--- src/sv/arle_div.sv ---
// ============================================================================
// Iterative unsigned divider
// Restoring division, one quotient bit per cycle.
// ============================================================================
module arle_div #(
    parameter int NUM_W = 33,
    parameter int DEN_W = 17,
    localparam int CNT_W = $clog2(NUM_W + 1)
) (
    input  logic             aclk,
    input  logic             aresetn,
    input  logic             start,
    input  logic [NUM_W-1:0] num,
    input  logic [DEN_W-1:0] den,
    output logic             done,
    output logic [NUM_W-1:0] quo
);

    logic [DEN_W:0]   rem_reg;
    logic [NUM_W-1:0] quo_reg;
    logic [DEN_W-1:0] den_reg;
    logic [CNT_W-1:0] cnt_reg;
    logic             busy_reg;
    logic             done_reg;

    logic [DEN_W:0]   rem_sh;
    logic             ge;
    logic [DEN_W:0]   rem_next;

    always_comb begin
        rem_sh   = {rem_reg[DEN_W-1:0], quo_reg[NUM_W-1]};
        ge       = rem_sh >= {1'b0, den_reg};
        rem_next = ge ? rem_sh - {1'b0, den_reg} : rem_sh;
    end

    always_ff @(posedge aclk) begin
        if (!aresetn) begin
            busy_reg <= 1'b0;
            done_reg <= 1'b0;
            cnt_reg  <= '0;
        end else begin
            done_reg <= 1'b0;
            if (start) begin
                busy_reg <= 1'b1;
                cnt_reg  <= CNT_W'(NUM_W);
                rem_reg  <= '0;
                quo_reg  <= num;
                den_reg  <= den;
            end else if (busy_reg) begin
                rem_reg <= rem_next;
                quo_reg <= {quo_reg[NUM_W-2:0], ge};
                cnt_reg <= cnt_reg - 1'b1;
                if (cnt_reg == CNT_W'(1)) begin
                    busy_reg <= 1'b0;
                    done_reg <= 1'b1;
                end
            end
        end
    end

    assign done = done_reg;
    assign quo  = quo_reg;

endmodule

--- config.mk ---
export PLATFORM = sky130hd
export DESIGN_NAME = arle_div
export DESIGN_NICKNAME = d
export VERILOG_FILES = /design/src/sv/arle_div.sv
export SDC_FILE = /design/constraint.sdc
export NUM_CORES = 1
export LEC_CHECK = 0
export BUFFER_PORTS_ARGS = -buffer_cell sky130_fd_sc_hd__buf_2
export CORE_MARGIN = 2
export CORE_UTILIZATION = 50
export CTS_CLUSTER_DIAMETER = 120
export DETAILED_ROUTE_END_ITERATION = 8
export MAX_ROUTING_LAYER = met4
export PLACE_DENSITY = 0.76
export SLEW_MARGIN = 5
export SYNTH_ARGS = -nofsm -noshare
export SYNTH_HDL_FRONTEND = slang
export SYNTH_SLANG_ARGS = --single-unit
export TNS_END_PERCENT = 20
--- constraint.sdc ---
create_clock -name aclk -period 8.1 [get_ports aclk]
set_input_delay 1.62 -clock aclk [delete_from_list [all_inputs] [get_ports aclk]]
set_output_delay 1.62 -clock aclk [all_outputs]
set_load 0.03 [all_outputs]
Yosys cells after proc, flatten, opt, wreduce, memory -nomap -nowiden
Cells that the tools add are included.
- output and inout bits: 34
- flip-flop bits (word level): 75
- bits of input ports: 53
- word-level logic and storage cells: 28
- eq/ne operators: 1
- $add $sub $neg: 2
- bitwise operators: 2
- multiplexer cells: 10
- reduce and logical (&&, ||, !) cells: 5
- magnitude comparators: 1
- operators by type and width (operator ; number):
    $mux W33 ; 2
    $mux W17 ; 2
    $ge A18 B17 Y1 ; 1
    $sub A17 B17 Y17 ; 1
    $mux W6 ; 2
    $eq A6 B1 Y1 const B ; 1
    $sub A6 B1 Y6 const B ; 1
    $mux W1 ; 4
    $reduce_and A2 Y1 ; 2
    $reduce_or A3 Y1 ; 1
    $not A1 Y1 ; 2
    $reduce_bool A2 Y1 ; 1
    $reduce_or A2 Y1 ; 1

Longest topological paths before layout
Gate-level depths: netlist of the first run.
- word-level depth: 4
- depth in mapped cells: 11
- depth with buffers taken out: 10

Worst setup path after synthesis of the first run
No wires, ideal clock.
- kind: input -> register
- start point: input start
- end point: register quo_reg[0], in the netlist quo[0], enable pin
- required time: 7.688 ns
- setup time: 0.412 ns
- arrival time: 3.118 ns
- path slack: 4.571 ns
- stages: 2
- buffers on the path: 1
- path through: clkbuf_1 > o21a_1
- word-level cells in the longest chain between the ends: 2
- RTL lines (what ; RTL line ; text):
    start, declared ; 12 ; input logic start,
    $reduce_bool A2 Y1 (no source line) ; -- ;
    $reduce_and A2 Y1 (no source line) ; -- ;
    end signal, assigned ; 47 ; quo_reg <= num;
    end signal, assigned ; 51 ; quo_reg <= {quo_reg[NUM_W-2:0], ge};
    end, declared ; 20 ; logic [NUM_W-1:0] quo_reg;
Every way passes these cells.
A chain may end at the register's enable or synchronous reset.

Worst setup path in the final report of the first run
- start point: register quo_reg[32], in the netlist quo[32]
- end point: register rem_reg[1] (data pin)
- word-level cells in the longest chain between the ends: 3
- elaborated cells on any way between the ends: 4
- those cells by class: add/sub (1); order compare (1); mux (2)
- RTL lines (what ; RTL line ; text):
    $sub A17 B17 Y17 / $ge A18 B17 Y1 (equally long branches) ; 33, 32 ;
    $mux W17 * ; 33 ; rem_next = ge ? rem_sh - {1'b0, den_reg} : rem_sh;
    $mux W17 * ; 49 ; end else if (busy_reg) begin
    end signal, assigned ; 50 ; rem_reg <= rem_next;
    end, declared ; 19 ; logic [DEN_W:0] rem_reg;
Every way passes the cells marked *; elsewhere a longest branch is shown, timed or not. The select of a mux whose other input is x is not followed.

==> summary.md, run 1 <==
| Metric | Value |
|---|---|
| Vias in the first global route | `3044` |
| Most used DFF post-synth | `edfxtp_1` |
| Cells after Synth | `~330` |
| Die X | `around 94 µm` |
| GRT Util Overall | `about 22%` |
| Fillers | `about 660` |
| Synth unique cells | `51` |
| Max-slew violation count | `0` |
| Synth Warn # | `0` |
| GPL Wtd Cong | `between 0.9 and 1` |
| Lkg Pwr | `a little under 0.002 µW` |
| Worst path slowest cell | `o41a_1` |
| Power per cell area | `between 200 and 250 nW/µm²` |
| Post-synthesis sequential area ratio | `54.1%` |
| Detail Route Antenna Nets | `0` |
| CTS clk-pin slew, worst paths | `approximately 80 ps` |
| Mapped Nets | `between 400 and 500` |
| Worst-Skew Late Latency | `360 ps` |
| Fin crit share | `about two fifths` |
| DR vias | `roughly 3k` |
| Initial Utilization | `slightly above 50%` |
| Vias per cell | `~5.6` |
| Setup TNS | `0 ps` |
| Slew margin rel. | `around 24%` |
| Post-Synth Adder-Cell Area | `under 10%` |
| Hold Path Class | `reg -> reg` |
| WL/cell | `between 15 and 20 µm` |
| Syn avg cell area | `roughly 12 µm²` |
| Final setup viols | `0` |
| Gr ovfl total | `0` |
| Crit Path Category | `reg -> reg` |
| Post-synthesis simple-gate area fraction | `9.35%` |
| CTS buffer count | `9` |
| Fin Clk Skew | `approximately 11 ps` |
| Synth async-reset ratio | `0%` |
| Post-synthesis mux area share | `around 11%` |
| WHS | `around 510 ps` |
| Initial antenna violation count | `0` |
| CTS tree | `done` |
| CP cell instances | `inv_1 > ha_1 > inv_1 > fa_1 > a21o_1 > a221o_2 > a211oi_2 > o41a_1 > mux2i_1 > nor2_1` |
| Largest register FFs | `33` |
| Ports | `between 80 and 90` |
| Arr. time, crit path | `3360 ps` |
| Clock Root Buffer | `clkbuf_8` |
| Total clock sinks | `between 70 and 80` |
| Syn Std Cell Area | `between 4000 and 5000 µm²` |
| Global-route wire length before repair | `between 10 and 15 mm` |
| DIE HEIGHT | `roughly 94 µm` |
| Largest family of logic cells by synthesized area | `compound AO/OA/AOI/OAI gates` |
| Diode count | `0` |
| # hold bufs at CTS | `0` |
| Die ar. | `a little under 9000 µm²` |
| Yosys reg bits | `75` |
| CTS resizes | `0` |
| Row count | `32` |
| CP most frequent cell | `inv_1` |
| Layout Utilization | `between 60% and 70%` |
| Clk buf depth | `2` |
| Hold Fails Final Rpt | `0` |
| Post-synthesis compound-gate area fraction | `roughly an eighth` |
| Final HPWL DP | `slightly above 6 mm` |
| Maximum vdd drop | `0.126 mV` |
| Synth top area cells | `edfxtp_1 (50%), mux2_2 (9.3%), ha_1 (5.9%)` |
| Routed WL | `~8.5 mm` |
| Layout cells sized above 1 | `roughly 34%` |
| Area grow syn2layout | `17.5%` |
| Worst Hold Depth | `2` |
| Least-Margin Pin Slew | `1130 ps` |
| Post-CTS Setup Bufs | `0` |
| Cell area after placement | `between 4000 and 5000 µm²` |
| Post-synth top area share | `~50%` |
| Critical path required time | `8190 ps` |
| Post-synth EDFFs | `67` |
| Unrepaired setup endpoints after global routing | `false` |
| Cell taking the most area after synthesis | `edfxtp_1` |
| Critical Path Sink Type | `register` |
| Slowest stage delay, CP | `roughly 530 ps` |
| DRT Pass-1 Iters | `4` |
| Register-to-Register Path Depth | `10` |
| Iteration-0 DRC Markers | `269` |
| Status | `finished clean` |
| CP Max Fanout | `10` |
| Final nets | `490` |
| IO Port Bufs | `86` |
| Post-Synth XOR/XNOR Area | `under 10%` |
| Max Freq | `0.305 GHz` |
| Largest net degree at the start of global routing | `58` |
| Max Cap Viol | `0` |
| DRC Markers | `0` |
| Minimum clock period | `3270 ps` |
| Design area | `4720 µm²` |
| Startpoint Class | `register` |
| H-tree depth | `3` |
| Core area | `about 7800 µm²` |
final cells by class:
cell class	count	area, µm²	share of cell area [%]
clock inverter	6	48.8	1.03
tap	102	128	2.70
sequential	75	2170	46.0
inverter	25	93.8	1.99
multi-input combinational	218	1690	35.9
timing repair buffer	88	445	9.44
clock buffer	10	138	2.92
per-layer routing:
layer	vias to the layer above	GRT usage [%]	wire, µm
met5	-	-	0
met4	0	6.88	156
met3	15	5.40	613
met2	126	34.5	4080
met1	1393	27.2	3700
li1	1406	-	-
cell usage after synthesis (2+ instances only):
| cell type | count |
|---|---|
| nor3_1 | 7 |
| nand2b_1 | 4 |
| a211oi_1 | 6 |
| ha_1 | 19 |
| nand3_1 | 4 |
| edfxtp_1 | 67 |
| o21ai_0 | 5 |
| buf_6 | 2 |
| o211ai_1 | 3 |
| dfxtp_1 | 8 |
| nor3b_1 | 2 |
| a21o_1 | 8 |
| a21oi_1 | 19 |
| a2111oi_0 | 2 |
| nand2_1 | 15 |
| nand4_1 | 3 |
| o21bai_1 | 2 |
| inv_1 | 25 |
| mux2_2 | 33 |
| nand3b_1 | 3 |
| clkbuf_1 | 6 |
| o21a_1 | 6 |
| xor2_1 | 4 |
| nor2_1 | 24 |
| o21ai_1 | 4 |
| xnor2_1 | 11 |
| a21boi_0 | 2 |
| a31oi_1 | 3 |
| and3_1 | 2 |
| mux2i_1 | 8 |
worst paths after layout:
kind	startpoint	endpoint	slack, ps
worst max-delay path	quo[32]	rem_reg[1]	4830
worst max register to register	quo[32]	rem_reg[1]	4830
worst min register to register	cnt_reg[1]	cnt_reg[1]	510
worst min-delay path	cnt_reg[1]	cnt_reg[1]	510
worst max-delay path, delay by kind of cell (launching register included):
kind | cells | cell delay [ps]
AOI/OAI and AO/OA | 4 | 1540
adders and majority gates | 2 | 570
DFF | 1 | 410
muxes | 1 | 260
buffers and inverters | 2 | 150
and+or+nand+nor | 1 | 50
power by group:
group	internal, µW	total, µW	leakage, µW	switching (µW)
clock	122	273	0.0000851	152
combinational	103	250	0.00115	147
sequential	461	477	0.000705	16.6
total	685	1000	0.00194	315
per-stage QoR:
stage          total power [µW]  std cells  setup WS (ps)
2_1_floorplan               673        328           4570
3_3_place_gp                724        508           4750
3_5_place_dp                734        508           4700
4_1_cts                    1010        524           4850
5_1_grt                    1050        524           4660
6_report                   1000        524           4830
cells in the final DEF (no fill, tap or decap), types with 10 or more instances in the layout:
cell	instances
buf_2	86
edfxtp_1	67
mux2_2	33
inv_1	25
nor2_1	24
a21oi_1	19
ha_1	19
nand2_1	15
xnor2_1	11
clkbuf_8	10
kinds of logic after synthesis:
family          Yosys count
flops                    75
simple gates             74
fa+ha+maj                20
buf+inv                  35
xor+xnor                 15
compound gates           68
mux                      41
(Power assumes the default switching activity.)
==> run 2, diff against run 1 <==
--- a/config.mk
+++ b/config.mk
@@ -7,11 +7,11 @@
 export LEC_CHECK = 0
 export BUFFER_PORTS_ARGS = -buffer_cell sky130_fd_sc_hd__buf_2
 export CORE_MARGIN = 2
-export CORE_UTILIZATION = 50
+export CORE_UTILIZATION = 49
 export CTS_CLUSTER_DIAMETER = 120
 export DETAILED_ROUTE_END_ITERATION = 8
 export MAX_ROUTING_LAYER = met4
-export PLACE_DENSITY = 0.76
+export PLACE_DENSITY = 0.78
 export SLEW_MARGIN = 5
 export SYNTH_ARGS = -nofsm -noshare
 export SYNTH_HDL_FRONTEND = slang
==> constraint.sdc (replaced) <==
create_clock -name aclk -period 2.65 [get_ports aclk]
set_input_delay 0.53 -clock aclk [delete_from_list [all_inputs] [get_ports aclk]]
set_output_delay 0.53 -clock aclk [all_outputs]
set_load 0.03 [all_outputs]
==> summary.md, run 2 (synthesis results as in run 1) <==
| Metric | Value |
|---|---|
| Largest net degree at the start of global routing | `39` |
| Layout Utilization | `about two thirds` |
| Slew margin rel. | `approximately three fifths` |
| H-tree depth | `3` |
| Ports | `87` |
| Commonest non-fill, non-tap cells in the layout | `buf_2 (86), edfxtp_1 (67), buf_4 (52)` |
| DRT Pass-1 Iters | `4` |
| Final HPWL DP | `slightly below 7 mm` |
| Reg2reg setup slack | `-130 ps` |
| Crit Path Category | `reg -> reg` |
| Row count | `33` |
| Place WS | `-216 ps` |
| Total clock sinks | `between 70 and 80` |
| Initial Utilization | `approximately half` |
| Iteration-0 DRC Markers | `311` |
| CTS buffer count | `9` |
| Critical Path Sink Type | `register` |
| Least-Margin Pin Slew | `around 580 ps` |
| GPL Wtd Cong | `between 0.9 and 1` |
| Maximum vdd drop | `roughly 0.44 mV` |
| DRC Markers | `0` |
| Routed WL | `between 9 and 10 mm` |
| Hold path start | `den[4]` |
| Max Cap Viol | `0` |
| Hold Fails Final Rpt | `0` |
| Clk buf depth | `2` |
| Hold Path Class | `in -> reg` |
| DR vias | `about 3.2k` |
| Status | `complete, but fails checks` |
| IO Port Bufs | `86` |
| Power per cell area | `636 nW/µm²` |
| Vias in the first global route | `around 3.2k` |
| Clock Root Buffer | `clkbuf_8` |
| Final setup margin | `-128 ps` |
| Die ar. | `just under 9000 µm²` |
| Fin crit share | `105%` |
| R2r endpoint | `quo[0]` |
| Detail Route Antenna Nets | `0` |
| Worst Hold Depth | `1` |
| Die X | `94.5 µm` |
| Area grow syn2layout | `30.8%` |
| Lkg Pwr | `~0.0022 µW` |
| Minimum clock period | `2780 ps` |
| Worst-Skew Late Latency | `~350 ps` |
| Register-to-Register Path Depth | `10` |
| Arr. time, crit path | `approximately 2900 ps` |
| # hold bufs at CTS | `0` |
| Final nets | `roughly 540` |
| DIE HEIGHT | `~95 µm` |
| Largest register FFs | `33` |
| Max-slew violation count | `0` |
| Max Freq | `between 0.3 and 0.4 GHz` |
| Initial antenna violation count | `0` |
| Diode count | `0` |
| GRT Util Overall | `between 20% and 30%` |
| Vias per cell | `around 5.5` |
| RR Startpoint | `quo[32]` |
| CTS tree | `done` |
| Layout cells sized above 1 | `approximately 45%` |
| Critical path required time | `2740 ps` |
| Fin Clk Skew | `15.4 ps` |
| Core area | `8090 µm²` |
| WHS | `352 ps` |
| Failing checks | `setup timing` |
| Global-route wire length before repair | `between 10 and 15 mm` |
| Final setup viols | `17` |
| Gr ovfl total | `0` |
| Unrepaired setup endpoints after global routing | `true` |
| Hold EP | `den_reg[4]` |
| Startpoint Class | `register` |
| Most common cell after layout, fill and taps aside | `buf_2` |
| WL/cell | `~17 µm` |
| CP Max Fanout | `6` |
| CTS clk-pin slew, worst paths | `~90 ps` |
## run 2: area by class of cell
type	instances	area, µm²
Tap cell	105	131
Multi-Input combinational cell	219	1810
Fill cell	645	2840
Clock buffer	9	124
Clock inverter	7	67.6
Inverter	25	93.8
Sequential cell	75	2170
Timing Repair Buffer	140	852
## run 2: worst max-delay path by stage
stage | slack (ps) | endpoint | from
2_1_floorplan | -160 | quo[0] | quo[32]
3_3_place_gp | -110 | rem_reg[1] | quo[32]
3_5_place_dp | -220 | rem_reg[2] | rem_reg[4]
4_1_cts | -90 | rem_reg[0] | quo[32]
5_1_grt | -220 | rem_reg[1] | quo[32]
6_report | -130 | quo[0] | quo[32]
## run 2: worst max-delay path, cell delays in order (launching register included)
cell	delay, ps
edfxtp_1	430
inv_2	100
ha_4	140
inv_2	40
fa_2	330
a21o_1	190
a221o_2	390
a211oi_4	300
buf_4	180
o41ai_4	110
mux2_2	320
## run 2: report_power, final
group,total (µW),internal [µW],leakage (µW),switching [µW]
registers,1460,1410,0.000705,55.0
clock network,881,432,0.0000931,449
logic,994,465,0.00143,530
## run 2: layer usage
| layer | vias to the layer above | track usage [%] | share of wire, % |
|---|---|---|---|
| met5 | - | - | 0 |
| met4 | 0 | 9.66 | 2.4 |
| met2 | 132 | 35.8 | 47 |
| met1 | 1540 | 28.4 | 43 |
| li1 | 1512 | - | - |
| met3 | 19 | 5.19 | 7.0 |
## run 2: timing repair
action                     4_1_cts  5_1_grt
setup buffers                    8        3
resized for setup               13        8
setup endpoints to repair       18       18
pin swaps                        7        5
gates cloned                     1        0
## run 2: metrics by stage
step	power (µW)	TNS, ps	std cells	instance area (µm²)
floorplan	2060	-873	328	4030
global placement	2340	-1030	552	4870
detailed placement	2370	-2140	552	4870
CTS	3300	-545	577	5190
global route	3480	-2930	580	5250
finish	3340	-1240	580	5250
==> run 3, diff against run 2 <==
--- a/config.mk
+++ b/config.mk
@@ -12,6 +12,7 @@
 export DETAILED_ROUTE_END_ITERATION = 8
 export MAX_ROUTING_LAYER = met4
 export PLACE_DENSITY = 0.78
+export RECOVER_POWER = 25
 export SLEW_MARGIN = 5
 export SYNTH_ARGS = -nofsm -noshare
 export SYNTH_HDL_FRONTEND = slang
==> summary.md, run 3 (synthesis results as in run 1) <==
| Metric | Value |
|---|---|
| Minimum clock period | `2780 ps` |
| Worst Hold Depth | `1` |
| Row count | `33` |
| Gr ovfl total | `0` |
| Largest net degree at the start of global routing | `39` |
| CP Depth | `11` |
| Register-to-Register Path Depth | `11` |
| Vias in the first global route | `~3.2k` |
| # hold bufs at CTS | `0` |
| CP Max Fanout | `4` |
| Diode count | `0` |
| CTS tree | `done` |
| Commonest non-fill, non-tap cells in the layout | `buf_2 (85), edfxtp_1 (67), buf_4 (52)` |
| Worst-Skew Late Latency | `between 300 and 400 ps` |
| Initial antenna violation count | `0` |
| Detail Route Antenna Nets | `0` |
| Fin crit share | `105%` |
| Power per cell area | `between 600 and 700 nW/µm²` |
| Total clock sinks | `75` |
| Vias per cell | `~5.5` |
| Max-slew violation count | `0` |
| Iteration-0 DRC Markers | `312` |
| IO Port Bufs | `86` |
| Layout cells sized above 1 | `between 40% and 50%` |
| DRT Pass-1 Iters | `5` |
| GRT Util Overall | `22.7%` |
| CP most frequent cell | `inv_2` |
| Maximum vdd drop | `around 0.44 mV` |
| Least-Margin Pin Slew | `around 580 ps` |
| Hold Path Class | `in -> reg` |
| Critical Path Sink Type | `register` |
| Placed cell count | `between 500 and 600` |
| Non-Filler Instances | `a little under 600` |
| Setup TNS | `-1280 ps` |
| Final setup viols | `17` |
| Final nets | `~540` |
| Status | `complete, but fails checks` |
| Lkg Pwr | `between 0.002 and 0.0025 µW` |
| Fillers | `approximately 650` |
| H-tree depth | `3` |
| Die ar. | `just under 9000 µm²` |
| Max Cap Viol | `0` |
| Clk buf depth | `2` |
| Unrepaired setup endpoints after global routing | `true` |
| Total Power | `~3300 µW` |
| Worst path slowest cell | `edfxtp_1` |
| CTS buffer count | `9` |
| CTS clk-pin slew, worst paths | `~90 ps` |
| DR vias | `around 3.2k` |
| Hold Fails Final Rpt | `0` |
| CP cell instances | `inv_2 > ha_4 > inv_2 > fa_2 > a21o_1 > a221o_2 > a211oi_4 > o41a_1 > buf_6 > mux2i_1 > nor2_1` |
| Layout Utilization | `about two thirds` |
| Area grow syn2layout | `30.8%` |
| DIE HEIGHT | `between 90 and 100 µm` |
| Ports | `87` |
| Largest register FFs | `33` |
| CP Launch Point | `quo[32]` |
| Sequential cell area | `between 2000 and 2500 µm²` |
| Die X | `roughly 95 µm` |
| Core area | `approximately 8100 µm²` |
| Startpoint Class | `register` |
| Max Freq | `about 0.36 GHz` |
| Critical path required time | `2740 ps` |
| WL/cell | `~17 µm` |
| Fin Clk Skew | `between 15 and 20 ps` |
| GPL Wtd Cong | `around 0.97` |
| R2r endpoint | `rem_reg[1]` |
| CP bufs+invs | `3` |
| Initial Utilization | `approximately half` |
| Slew margin rel. | `between 60 and 70%` |
| Routed WL | `between 9 and 10 mm` |
| Slowest stage delay, CP | `430 ps` |
| Reg2reg setup slack | `-130 ps` |
| DRC Markers | `0` |
| Global-route wire length before repair | `15.0 mm` |
| Most common cell after layout, fill and taps aside | `buf_2` |
| Area of the multi-input gates | `between 1500 and 2000 µm²` |
| Failing checks | `setup timing` |
| Final setup margin | `-132 ps` |
| Worst path top cell family by delay | `compound AO/OA/AOI/OAI gates` |
| RR Startpoint | `quo[32]` |
| Final HPWL DP | `around 6.8 mm` |
| Arr. time, crit path | `~2900 ps` |
| Clock Root Buffer | `clkbuf_8` |
| Worst Setup EP | `rem_reg[1]` |
| Crit Path Category | `reg -> reg` |
run 3: cell count changes in the layout (fill, tap and decap cells not counted):
cell and change:
buf_2 -1, clkbuf_1 +1
run 3: repair_timing:
action | 4_1_cts | 5_1_grt
gates cloned | 1 | 0
endpoints found under the setup margin | 18 | 18
gates resized for setup | 13 | 8
setup buffers | 8 | 3
pin swaps | 7 | 5
run 3: through the flow:
step                      cell area, µm²  worst slack, ps  hold WS (ps)
after floorplan                     4030             -164           469
after global placement              4870             -114           481
after detailed placement            4870             -216           491
after CTS                           5190            -89.6           340
after global routing                5250             -224           339
final                               5250             -132           352
run 3: cell type report:
cell class	instances	share of cell area (%)
clock inverter	7	1.29
timing repair buffer	140	16.2
sequential	75	41.4
inverter	25	1.79
clock buffer	9	2.36
multi-input combinational	219	34.5
tap	105	2.50
run 3: report_power, final:
group | total [µW] | internal, µW | switching, µW | leakage [µW]
clock network | 881 | 432 | 449 | 0.0000931
logic | 994 | 465 | 529 | 0.00143
registers | 1460 | 1410 | 55.0 | 0.000705
total | 3340 | 2300 | 1030 | 0.00222
run 3: worst min path at each step:
stage	from	to	slack [ps]
detailed placement	cnt_reg[1]	cnt_reg[1]	490
CTS	den[4]	den_reg[4]	340
floorplan	cnt_reg[1]	cnt_reg[1]	470
finish	den[4]	den_reg[4]	350
global route	den[1]	den_reg[1]	340
global placement	cnt_reg[1]	cnt_reg[1]	480
run 3: worst register-to-register path: stages, from the launching register on:
cell,delay [ps]
edfxtp_1,430
inv_2,110
ha_4,140
inv_2,40
fa_2,330
a21o_1,190
a221o_2,390
a211oi_4,300
o41a_1,220
buf_6,140
mux2i_1,190
nor2_1,60
run 3: routing by layer:
metal	GRT usage, %	routed length, µm	up-vias
met4	9.66	235	0
met2	35.8	4510	133
li1	-	-	1511
met5	-	0	-
met3	5.19	704	19
met1	28.4	4150	1538
